==> src/rtl/core/assert_macros.svh <==
// Assertion macros for the RTL of the object table lookup engine.
// Holds macro definitions only; it depends on no other file.
`ifndef ASSERT_MACROS_SVH
`define ASSERT_MACROS_SVH

// Same-cycle implication, disabled while reset is asserted.
`define OTE_ASSERT_IMPL(lbl, clk, rstn, ante, cons) \
  lbl: assert property (@(posedge clk) disable iff (!(rstn)) (ante) |-> (cons)) \
    else $error("assertion failed: same-cycle implication");

// Next-cycle implication, disabled while reset is asserted.
`define OTE_ASSERT_NEXT(lbl, clk, rstn, ante, cons) \
  lbl: assert property (@(posedge clk) disable iff (!(rstn)) (ante) |=> (cons)) \
    else $error("assertion failed: next-cycle implication");

`endif

==> src/rtl/core/ote_pkg.sv <==
// Package of the object table lookup engine: codes, entry layout, constants.
// Used by every module in rtl/core; depends on nothing.
package ote_pkg;

  localparam int unsigned MAX_ENTRIES_DEF = 64;
  localparam int unsigned ENTRY_BYTES     = 6;
  localparam int unsigned BYTE_W          = 8;
  localparam int unsigned PARTIAL_W       = (ENTRY_BYTES - 1) * BYTE_W;
  localparam int unsigned IDX_W           = 6;
  localparam int unsigned COUNT_OUT_W     = 7;
  localparam int unsigned EXT_W           = 17;
  localparam logic [2:0]  LAST_PHASE      = 3'(ENTRY_BYTES - 1);

  typedef enum logic [1:0] {
    CMD_CLEAR = 2'd0,
    CMD_LOAD  = 2'd1,
    CMD_FIND  = 2'd2,
    CMD_READ  = 2'd3
  } cmd_e;

  typedef enum logic [1:0] {
    ST_OK       = 2'd0,
    ST_MISS     = 2'd1,
    ST_BAD_LEN  = 2'd2,
    ST_OVERFLOW = 2'd3
  } status_e;

  // One stored entry, 50 bits; the first member is the most significant.
  typedef struct packed {
    logic [7:0]  report_ids;
    logic [8:0]  instance_count;
    logic [8:0]  obj_size;
    logic [15:0] start_address;
    logic [7:0]  obj_type;
  } entry_t;

  // Control of the extent unit.
  typedef struct packed {
    logic clear;
    logic start;
  } ext_ctl_t;

endpackage

==> src/rtl/core/ote_entry_mem.sv <==
// Entry store of the object table lookup engine: one write and one read port.
// Depends on ote_pkg for the entry layout.
module ote_entry_mem #(
  parameter int unsigned DEPTH = ote_pkg::MAX_ENTRIES_DEF,
  parameter int unsigned AW    = 6
) (
  input  logic            clk_i,
  input  logic            we_i,
  input  logic [AW-1:0]   waddr_i,
  input  ote_pkg::entry_t wdata_i,
  input  logic            re_i,
  input  logic [AW-1:0]   raddr_i,
  output ote_pkg::entry_t rdata_o
);
  import ote_pkg::*;

  entry_t mem_q [DEPTH];
  entry_t rdata_q;

  always_ff @(posedge clk_i) begin
    if (we_i) begin
      mem_q[waddr_i] <= wdata_i;
    end
    if (re_i) begin
      rdata_q <= mem_q[raddr_i];
    end
  end

  assign rdata_o = rdata_q;

endmodule

==> src/rtl/core/ote_extent_unit.sv <==
// Extent unit: multiplies size by instances, then adds the start and keeps the maximum end.
// Depends on ote_pkg for the entry layout and the control struct.
module ote_extent_unit (
  input  logic                      clk_i,
  input  logic                      rst_ni,
  input  ote_pkg::ext_ctl_t         ctl_i,
  input  ote_pkg::entry_t           entry_i,
  output logic [ote_pkg::EXT_W-1:0] max_end_o
);
  import ote_pkg::*;

  logic [2*9-1:0]   prod_w;
  logic [EXT_W-1:0] prod_q;
  logic [15:0]      addr_q;
  logic [EXT_W-1:0] end_w;
  logic             pend_q;
  logic [EXT_W-1:0] max_q;

  assign prod_w = 18'(entry_i.obj_size) * 18'(entry_i.instance_count);
  // The product never exceeds 65536, so the sum stays within 17 bits.
  assign end_w  = EXT_W'(addr_q) + prod_q - EXT_W'(1);

  always_ff @(posedge clk_i) begin
    if (ctl_i.start) begin
      addr_q <= entry_i.start_address;
      prod_q <= prod_w[EXT_W-1:0];
    end
  end

  always_ff @(posedge clk_i or negedge rst_ni) begin
    if (!rst_ni) begin
      pend_q <= 1'b0;
      max_q  <= '0;
    end else if (ctl_i.clear) begin
      pend_q <= 1'b0;
      max_q  <= '0;
    end else begin
      pend_q <= ctl_i.start;
      if (pend_q && (end_w > max_q)) begin
        max_q <= end_w;
      end
    end
  end

  assign max_end_o = max_q;

endmodule

==> src/rtl/core/object_table_lookup_engine_top.sv <==
// Top level of the object table lookup engine: command sequencer, byte assembly, scan.
// Depends on ote_pkg, assert_macros.svh, ote_entry_mem and ote_extent_unit.
//
// Usage. Each input item carries a command: clear the table, load one table byte, find the
// first entry of a given type, or read the entry at a given position. Table bytes arrive six
// to an entry (type, start address low and high, size minus one, instances minus one,
// report-id count); last_byte_i marks the final byte of a table. Every item gives exactly
// one result item with a status, the entry found (zeros otherwise), the entry count and the
// memory extent.
// Both channels use valid and stall. The block takes one item at a time and raises
// in_stall_o from the cycle after acceptance until the result has entered the output
// register; a result waiting there does not stop the next item from being accepted.
// After acceptance a clear goes straight to the finish state; a load byte passes the
// load and load-end states, and one that stores an entry also the extent state (the
// extent multiplier and its add-compare stage run in turn); a read by index checks the
// index and reads the entry if it is valid; a find ends at the first hit or after the
// last stored entry, paced by the single read port of the entry store, which the shared
// type comparator walks one entry per cycle. The next item can be accepted once the
// result has entered the output register. While out_stall_i is high the result holds in
// the output register and a finished next result waits in the sequencer. Reset clears the
// count, the byte phase and the extent; the store needs no clearing, since only entries
// below the count are read.
`include "assert_macros.svh"

module object_table_lookup_engine_top #(
  parameter int unsigned MAX_ENTRIES = ote_pkg::MAX_ENTRIES_DEF
) (
  input  logic        clk_i,
  input  logic        rst_ni,
  input  logic        in_valid_i,
  output logic        in_stall_o,
  input  logic [1:0]  cmd_i,
  input  logic [7:0]  load_byte_i,
  input  logic        last_byte_i,
  input  logic [7:0]  lookup_key_i,
  input  logic [5:0]  lookup_index_i,
  output logic        out_valid_o,
  input  logic        out_stall_i,
  output logic [1:0]  status_o,
  output logic        found_o,
  output logic [7:0]  obj_type_o,
  output logic [15:0] start_address_o,
  output logic [8:0]  obj_size_o,
  output logic [8:0]  instance_count_o,
  output logic [7:0]  report_ids_o,
  output logic [6:0]  entry_count_o,
  output logic [16:0] memory_extent_o
);
  import ote_pkg::*;

  // Address width of the store, and count width that can hold MAX_ENTRIES itself.
  localparam int unsigned AW = (MAX_ENTRIES > 1) ? $clog2(MAX_ENTRIES) : 1;
  localparam int unsigned CW = $clog2(MAX_ENTRIES + 1);
  localparam int unsigned XW = (CW > IDX_W) ? CW : IDX_W;

  typedef enum logic [2:0] {
    S_IDLE,
    S_LOAD,
    S_EXT,
    S_LOAD_END,
    S_SCAN,
    S_IDX,
    S_IDX_RD,
    S_FINISH
  } state_e;

  state_e               state_q;
  cmd_e                 cmd_q;
  logic [BYTE_W-1:0]    byte_q;
  logic                 last_q;
  logic [BYTE_W-1:0]    key_q;
  logic [IDX_W-1:0]     idx_q;
  logic [2:0]           phase_q;
  logic [PARTIAL_W-1:0] partial_q;
  logic [CW-1:0]        stored_q;
  logic                 ovf_q;
  logic [CW-1:0]        scan_q;
  logic                 rd_pend_q;
  status_e              res_status_q;
  logic                 res_found_q;
  entry_t               res_entry_q;

  logic                 out_valid_q;
  status_e              out_status_q;
  logic                 out_found_q;
  entry_t               out_entry_q;
  logic [COUNT_OUT_W-1:0] out_count_q;
  logic [EXT_W-1:0]     out_extent_q;

  logic                 room;
  logic                 complete;
  logic                 idx_ok;
  logic                 hit;
  logic                 out_load;
  entry_t               new_entry;
  logic                 mem_we;
  logic                 mem_re;
  logic [AW-1:0]        mem_raddr;
  entry_t               mem_rdata;
  ext_ctl_t             ext_ctl;
  logic [EXT_W-1:0]     max_end;

  assign in_stall_o = (state_q != S_IDLE);
  assign room       = (stored_q < CW'(MAX_ENTRIES));
  assign complete   = (phase_q == LAST_PHASE);
  assign idx_ok     = (XW'(idx_q) < XW'(stored_q));
  // The shared comparator: the type of the entry read in the previous cycle against the key.
  assign hit        = rd_pend_q && (mem_rdata.obj_type == key_q);
  // The finished result moves into the output register once that register is free or taken.
  assign out_load   = (state_q == S_FINISH) && (!out_valid_q || !out_stall_i);

  always_comb begin
    new_entry.obj_type       = partial_q[7:0];
    new_entry.start_address  = partial_q[23:8];
    new_entry.obj_size       = 9'(partial_q[31:24]) + 9'd1;
    new_entry.instance_count = 9'(partial_q[39:32]) + 9'd1;
    new_entry.report_ids     = byte_q;
  end

  always_comb begin
    mem_we        = (state_q == S_LOAD) && complete && room;
    ext_ctl.start = mem_we;
    ext_ctl.clear = (state_q == S_IDLE) && in_valid_i && (cmd_e'(cmd_i) == CMD_CLEAR);
    mem_re        = 1'b0;
    mem_raddr     = scan_q[AW-1:0];
    unique case (state_q)
      S_SCAN: begin
        mem_re = !hit && (scan_q < stored_q);
      end
      S_IDX: begin
        mem_re    = idx_ok;
        mem_raddr = AW'(idx_q);
      end
      default: begin
        mem_re = 1'b0;
      end
    endcase
  end

  ote_entry_mem #(
    .DEPTH (MAX_ENTRIES),
    .AW    (AW)
  ) u_entry_mem (
    .clk_i   (clk_i),
    .we_i    (mem_we),
    .waddr_i (stored_q[AW-1:0]),
    .wdata_i (new_entry),
    .re_i    (mem_re),
    .raddr_i (mem_raddr),
    .rdata_o (mem_rdata)
  );

  ote_extent_unit u_extent_unit (
    .clk_i     (clk_i),
    .rst_ni    (rst_ni),
    .ctl_i     (ext_ctl),
    .entry_i   (new_entry),
    .max_end_o (max_end)
  );

  always_ff @(posedge clk_i or negedge rst_ni) begin
    if (!rst_ni) begin
      state_q      <= S_IDLE;
      cmd_q        <= CMD_CLEAR;
      byte_q       <= '0;
      last_q       <= 1'b0;
      key_q        <= '0;
      idx_q        <= '0;
      phase_q      <= '0;
      partial_q    <= '0;
      stored_q     <= '0;
      ovf_q        <= 1'b0;
      scan_q       <= '0;
      rd_pend_q    <= 1'b0;
      res_status_q <= ST_OK;
      res_found_q  <= 1'b0;
      res_entry_q  <= '0;
      out_valid_q  <= 1'b0;
      out_status_q <= ST_OK;
      out_found_q  <= 1'b0;
      out_entry_q  <= '0;
      out_count_q  <= '0;
      out_extent_q <= '0;
    end else begin
      // A new result enters when the register is free or its result is taken; otherwise a taken result leaves it.
      if (out_load) begin
        out_valid_q <= 1'b1;
      end else if (out_valid_q && !out_stall_i) begin
        out_valid_q <= 1'b0;
      end
      unique case (state_q)
        S_IDLE: begin
          if (in_valid_i) begin
            cmd_q        <= cmd_e'(cmd_i);
            byte_q       <= load_byte_i;
            last_q       <= last_byte_i;
            key_q        <= lookup_key_i;
            idx_q        <= lookup_index_i;
            scan_q       <= '0;
            rd_pend_q    <= 1'b0;
            res_status_q <= ST_OK;
            res_found_q  <= 1'b0;
            res_entry_q  <= '0;
            unique case (cmd_e'(cmd_i))
              CMD_CLEAR: begin
                stored_q  <= '0;
                phase_q   <= '0;
                partial_q <= '0;
                ovf_q     <= 1'b0;
                state_q   <= S_FINISH;
              end
              CMD_LOAD: begin
                state_q <= S_LOAD;
              end
              CMD_FIND: begin
                state_q <= S_SCAN;
              end
              CMD_READ: begin
                state_q <= S_IDX;
              end
            endcase
          end
        end
        S_LOAD: begin
          if (!complete) begin
            partial_q[{phase_q, 3'b000} +: BYTE_W] <= byte_q;
            phase_q <= phase_q + 3'd1;
            state_q <= S_LOAD_END;
          end else begin
            phase_q   <= '0;
            partial_q <= '0;
            if (room) begin
              stored_q <= stored_q + CW'(1);
              state_q  <= S_EXT;
            end else begin
              ovf_q   <= 1'b1;
              state_q <= S_LOAD_END;
            end
          end
        end
        S_EXT: begin
          state_q <= S_LOAD_END;
        end
        S_LOAD_END: begin
          if (!last_q) begin
            res_status_q <= ovf_q ? ST_OVERFLOW : ST_OK;
          end else begin
            priority if (ovf_q) begin
              res_status_q <= ST_OVERFLOW;
            end else if ((phase_q != 3'd0) || (stored_q == '0)) begin
              res_status_q <= ST_BAD_LEN;
            end else begin
              res_status_q <= ST_OK;
            end
            phase_q   <= '0;
            partial_q <= '0;
            ovf_q     <= 1'b0;
          end
          state_q <= S_FINISH;
        end
        S_SCAN: begin
          priority if (hit) begin
            res_found_q  <= 1'b1;
            res_entry_q  <= mem_rdata;
            res_status_q <= ST_OK;
            state_q      <= S_FINISH;
          end else if (scan_q < stored_q) begin
            scan_q    <= scan_q + CW'(1);
            rd_pend_q <= 1'b1;
          end else begin
            res_status_q <= ST_MISS;
            state_q      <= S_FINISH;
          end
        end
        S_IDX: begin
          if (idx_ok) begin
            state_q <= S_IDX_RD;
          end else begin
            res_status_q <= ST_MISS;
            state_q      <= S_FINISH;
          end
        end
        S_IDX_RD: begin
          res_found_q <= 1'b1;
          res_entry_q <= mem_rdata;
          state_q     <= S_FINISH;
        end
        S_FINISH: begin
          if (out_load) begin
            out_status_q <= res_status_q;
            out_found_q  <= res_found_q;
            out_entry_q  <= res_entry_q;
            out_count_q  <= COUNT_OUT_W'(stored_q);
            out_extent_q <= max_end + EXT_W'(1);
            state_q      <= S_IDLE;
          end
        end
      endcase
    end
  end

  assign out_valid_o      = out_valid_q;
  assign status_o         = out_status_q;
  assign found_o          = out_found_q;
  assign obj_type_o       = out_entry_q.obj_type;
  assign start_address_o  = out_entry_q.start_address;
  assign obj_size_o       = out_entry_q.obj_size;
  assign instance_count_o = out_entry_q.instance_count;
  assign report_ids_o     = out_entry_q.report_ids;
  assign entry_count_o    = out_count_q;
  assign memory_extent_o  = out_extent_q;

  `OTE_ASSERT_IMPL(a_count_bound, clk_i, rst_ni, 1'b1, stored_q <= CW'(MAX_ENTRIES))
  `OTE_ASSERT_IMPL(a_phase_bound, clk_i, rst_ni, 1'b1, phase_q <= LAST_PHASE)
  `OTE_ASSERT_IMPL(a_write_has_room, clk_i, rst_ni, mem_we, room && (cmd_q == CMD_LOAD))
  `OTE_ASSERT_NEXT(a_busy_after_accept, clk_i, rst_ni, in_valid_i && !in_stall_o, in_stall_o)

endmodule
==> config.mk <==
export PLATFORM = sky130hd
export DESIGN_NAME = object_table_lookup_engine_top
export DESIGN_NICKNAME = d
export VERILOG_FILES = /design/src/rtl/core/ote_pkg.sv /design/src/rtl/core/ote_entry_mem.sv /design/src/rtl/core/ote_extent_unit.sv /design/src/rtl/core/object_table_lookup_engine_top.sv
export VERILOG_INCLUDE_DIRS = /design/src /design/src/rtl/core
export SDC_FILE = /design/constraint.sdc
export NUM_CORES = 2
export LEC_CHECK = 0
export CORE_AREA = 10 10 532 534
export DETAILED_ROUTE_END_ITERATION = 6
export DIE_AREA = 0 0 542 544
export DONT_BUFFER_PORTS = 1
export PLACE_DENSITY = 0.66
export SLEW_MARGIN = 30
export SYNTH_ARGS = -nofsm -noshare
export SYNTH_HDL_FRONTEND = slang
export SYNTH_SLANG_ARGS = --single-unit
export TNS_END_PERCENT = 50
==> constraint.sdc <==
create_clock -name clk_i -period 11.46 [get_ports clk_i]
set_input_delay 1.719 -clock clk_i [delete_from_list [all_inputs] [get_ports clk_i]]
set_output_delay 1.719 -clock clk_i [all_outputs]
set_load 0.02 [all_outputs]
* Yosys cells after proc, flatten, opt, wreduce, memory -nomap -nowiden
Memory sizes are Yosys's and may differ from the RTL's. A register that Yosys moved wholly into a read port is not among the register bits. Cells that the tools add are included.
Operators by class: add/subtract/negate cells 9, multiply operators 1, div/mod/pow operators 0, magnitude comparators 4, equal/unequal tests 24, shift-type cells 2, mux-type cells 62, bitwise logic cells 0, reduce and logical (&&, ||, !) cells 36
Operators with widths (number):
- $mux 40 | 4
- $pmux 50 s3 | 1
- $pmux 40 s3 | 1
- $mux 50 | 2
- $mux 7 | 7
- $bwmux 40 | 1
- $shift 8x8->40 const A | 1
- $shiftx 8x8->40 | 1
- $mux 17 | 2
- $pmux 7 s2 | 2
- $mux 3 | 8
- $pmux 3 s7 | 1
- $ne 2x2->1 const B | 10
- $add 8x1->9 const B | 2
- $add 16x17->17 | 1
- $add 17x1->17 const B | 1
- $gt 17x17->1 | 1
- $mul 9x9->17 | 1
- $mux 1 | 17
- $sub 17x1->17 const B | 1
- $mux 2 | 8
- $eq 3x3->1 const B | 5
- $add 7x1->7 const B | 2
- $pmux 3 s4 | 1
- 32 further kinds | 57
Word-level totals: register bits 267, latch bits 0, bits in writable memories 3200, memory bits (read-only) 0, bits of input ports 29, output and inout bits 79, word-level logic and storage cells 171, memories 1
Memory list:
- u_entry_mem.mem_q | words 64, width 50, rd ports 1, clocked after Yosys merged registers in 1, wr ports 1, line ote_entry_mem.sv:17 | entry_t mem_q [DEPTH];

* Logic depth before layout (Yosys ltp)
depth in word-level cells 6, mapped depth 22, gate-level depth less buffers 22

* By module
Synthesis repeated with hierarchy kept, for this count alone.
Unflattened totals: cell total of the unflattened synthesis 6866, area total of the unflattened synthesis 138580.4 µm²
By module, submodules not included:
- ote_entry_mem | times used 1, cells each 5457, area an instance 123450.9 µm², seq. area each 97593.6 µm²
- object_table_lookup_engine_top | times used 1, cells each 794, area an instance 9367.7 µm², seq. area each 5405.2 µm²
- ote_extent_unit | times used 1, cells each 615, area an instance 5761.8 µm², seq. area each 1441.4 µm²

* Worst setup path after synthesis
Ideal clock, no wire load.
path kind reg-to-reg, start point reg partial_q[24], end point reg u_extent_unit.prod_q[15], data pin, setup time 257 ps, arrival 6914 ps, data required time 11203 ps, slack 4288 ps, cell stages (with the launch flop) 21, path buffers 1, period minus slack after synthesis 7172 ps, cell sequence dfrtp_1 clkbuf_1 and3_1 nand3_1 xnor2_1 nand2_1 fa_1 inv_1 fa_1 ha_1 inv_1 fa_1 inv_1 ha_1 a21o_1 a21oi_1 nor2b_1 o41ai_1 o21ai_0 o41a_1 xor2_1
RTL lines:
- from (decl) | line object_table_lookup_engine_top.sv:74 | logic [PARTIAL_W-1:0] partial_q;
- from (signal, indexed assignment) | line object_table_lookup_engine_top.sv:226 | partial_q[{phase_q, 3'b000} +: BYTE_W] <= byte_q;
- to (signal assigned) | line ote_extent_unit.sv:26 | prod_q <= prod_w[EXT_W-1:0];
- to (decl) | line ote_extent_unit.sv:13 | logic [EXT_W-1:0] prod_q;

==> run_results.csv <==
group,metric,value,unit
run_status,run_status,"complete, no violations",
synthesis,yosysWarnings,0,
floorplan,rows,192,
power_and_ir_drop,power.leakage,0.0587,uW
place,dp_hpwl,216000,microns
finish,fin_cells,11800,
global_route,grt_max_degree,235,
clocking,clk-insertion-delay-late,920,ps
clocking,cts_setup_buffers,0,
synthesis,postSynthAreaPerCell,17.7,sq um
synthesis,netlist_area,0.138,sq mm
synthesis,yosys_most_used_dff,"edfxtp_1",
clocking,ctsResizeCount,0,
route,avgViaCountPerCell,6.51,
worst_setup_path,timing.rr.start,"partial_q[32]",
floorplan,chipHeight,544,microns
floorplan,die_w,542,microns
route,post_drt_wl_per_cell,34.7,microns
worst_setup_path,critPathKind,"reg2reg",
route,routed_wl,410000,microns
floorplan,die_area,0.295,sq mm
timing,setup_viol,0,
synthesis,synth-seq-cells,3517,
timing,slew_viol_final,0,
worst_setup_path,r2r_setup_slack,5090,ps
timing,worst_slew_pin_slew,1100,ps
clocking,cts_hold_buf,0,
place,globalplace.congestion,0.891,
global_route,antenna_found_initial,14,
clocking,clkTransAtPathRegs,60,ps
timing,max_freq,0.157,GHz
timing,fin_skew,59.1,ps
synthesis,synth_edf_count,3283,
timing,maxSlewHeadroom,26.0,%
worst_setup_path,critPathBufInv,3,
synthesis,yosysTopAreaCellShare,71.4,%
finish,drive_gt1_share,11.3,%
timing,finalCritPeriodShare,55.6,%
min_path,hold_start,"partial_q[9]",
global_route,grt_overflow,0,
timing,min_period,6370,ps
worst_setup_path,cp_slowest_cell,"clkinv_2",
timing,whs,446,ps
worst_setup_path,crit_path_max_fanout,69,
timing,final.setup.tns,0,ps
power_and_ir_drop,vdd_ir_drop_max,0.224,mV
global_route,grt_pass1_vias,73700,
min_path,worstHoldPathCells,0,
synthesis,synth_most_common_cell,"edfxtp_1",
synthesis,syn_nets,7967,
synthesis,yosysTopAreaCell,"edfxtp_1",
route,drt_iter0_drc,11300,
worst_setup_path,cpLargestDelayFamily,"adder cells",
worst_setup_path,rr_worst_depth,18,
clocking,cts_buffer_depth,4,
flow_run,max_cap_viol_count,0,
route,drc,0,
worst_setup_path,crit_chain,"nand2_1, nor2_1, xnor2_1, clkinv_2, and2_1, fa_1, fa_1, inv_1, fa_1, fa_1, inv_1, ha_1, o21ai_0, a21boi_1, o41a_1, a41o_1, o41ai_1, xnor2_1",
floorplan,io_pins,108,
global_route,grt_use_total,26.9,%
global_route,grt_pass1_wl,568000,microns
worst_setup_path,slowest_delay,850,ps
finish,syn_to_final_growth,12.4,%
floorplan,core,0.272,sq mm
min_path,hold_end,"u_extent_unit.addr_q[1]",
synthesis,synthTopCellsByArea,"edfxtp_1, mux2i_1, dfrtp_1",
place,io_buffers,0,
synthesis,async_flop_share,6.65,%
worst_setup_path,cp-end-kind,"flop",
floorplan,start_util,50.7,%
worst_setup_path,crit_required,12080,ps
synthesis,synth.distinct_cells,64,
route,first_pass_iters,6,
finish,nets,8139,
route,vias,77000,
place,dp.cells,11200,
min_path,worstHoldPathType,"reg2reg",
clocking,clock_sinks,3517,
synthesis,synth_cells,7782,
clocking,cts_root_buffer,"clkbuf_16",
clocking,cts_buffers,348,
power_and_ir_drop,p_total,35700,uW
synthesis,ys_seq_area_share,75.6,%
worst_setup_path,crit_path_frequent_cell,"fa_1",
power_and_ir_drop,power-per-cell-area,230,mW/mm^2
synthesis,synth.top_cells.by_count,"edfxtp_1, mux2i_1, o22ai_1, dfrtp_1, buf_2",
worst_setup_path,r2r-end,"u_extent_unit.prod_q[16]",
clocking,cts_tree,"done",
worst_setup_path,worstPathArrival,6980,ps
worst_setup_path,startpoint_type,"flop",
timing,hold_viol_final,0,
route,ant_nets,0,
clocking,h-tree-depth,5,
timing,rsz0062_at_grt,"false",
## worst max path at each step
stage	start	to	slack [ps]	cells after the start
finish	partial_q[32]	u_extent_unit.prod_q[16]	5090	18
floorplan	partial_q[24]	u_extent_unit.prod_q[15]	4290	20
CTS	partial_q[24]	u_extent_unit.prod_q[16]	5170	21
detailed placement	partial_q[24]	u_extent_unit.prod_q[16]	5190	21
global placement	partial_q[24]	u_extent_unit.prod_q[16]	5220	21
global route	partial_q[32]	u_extent_unit.prod_q[16]	4740	18
## report_power, final
| part | total, uW | internal [uW] | switching (uW) | leakage (uW) |
|---|---|---|---|---|
| sequential | 15600 | 14900 | 682 | 0.0344 |
| clock | 11200 | 6440 | 4780 | 0.00542 |
| combinational | 8910 | 3220 | 5690 | 0.0189 |
| total | 35700 | 24600 | 11200 | 0.0587 |
## state kept, by name (all words and copies together) (netlist names), 8 cells and up
signal and cells:
res_entry_q 50, key_q 8, u_entry_mem.mem_q 3200, memory_extent_o 17
u_extent_unit.max_end_o 17, u_extent_unit.addr_q 16, u_entry_mem.rdata_o 50, instance_count_o 9
obj_type_o 8, start_address_o 16, partial_q 40, obj_size_o 9
byte_q 8, u_extent_unit.prod_q 17, report_ids_o 8
## kinds of logic after synthesis
kind of cell,after synthesis,share of synthesized area (%)
flops,3517,75.6
mux,1696,12.4
compound gates,1242,6.17
buf+inv,612,2.03
simple gates,495,1.70
fa+ha+maj,156,1.69
xor+xnor,64,0.406
## per-stage QoR
stage	cell area, sq um	utilization [%]	worst slack, ps
finish	155000	57.0	5090
global route	155000	57.0	4740
CTS	155000	56.9	5170
detailed placement	144000	52.8	5190
global placement	143000	52.5	5220
floorplan	138000	-	4290
## routing by layer
metal  vias up  GRT usage (%)  part of all wire [%]
li1      31600              -                     -
met1     39900           37.0                    38
met2      4704           42.7                    47
met3       840           6.02                    11
met4         4           9.66                   3.9
met5         -              0                0.0056
## cells in the final DEF, fill, tap and decap left out, drive strengths merged, types with 5 or more instances in the layout
cell,count
bufinv,30
nor4,57
xnor2,46
or3,7
edfxtp,3283
nand3b,6
and2,20
and3,15
mux2,80
o21a,6
mux2i,1616
a22o,90
nand2b,11
o2111ai,50
clkinv,143
buf,247
nor2b,10
o21ai,58
o41ai,154
nand3,44
nand4,14
nand2,132
xor2,18
a21o,18
nor2,150
fa,50
dfrtp,234
clkinvlp,5
a211oi,5
ha,106
a21oi,31
o22ai,804
nor3,23
clkbuf,448
inv,190
## layout make-up
type	count	area, sq um
antenna	3	7.51
clock buffer	448	9340
clock inverter	181	1760
fill	20500	117000
inverter	187	706
multi-input combinational	3653	31600
sequential	3517	104000
tap	3589	4490
timing repair buffer	247	2760
No activity file was read; power rests on OpenSTA's default activity.
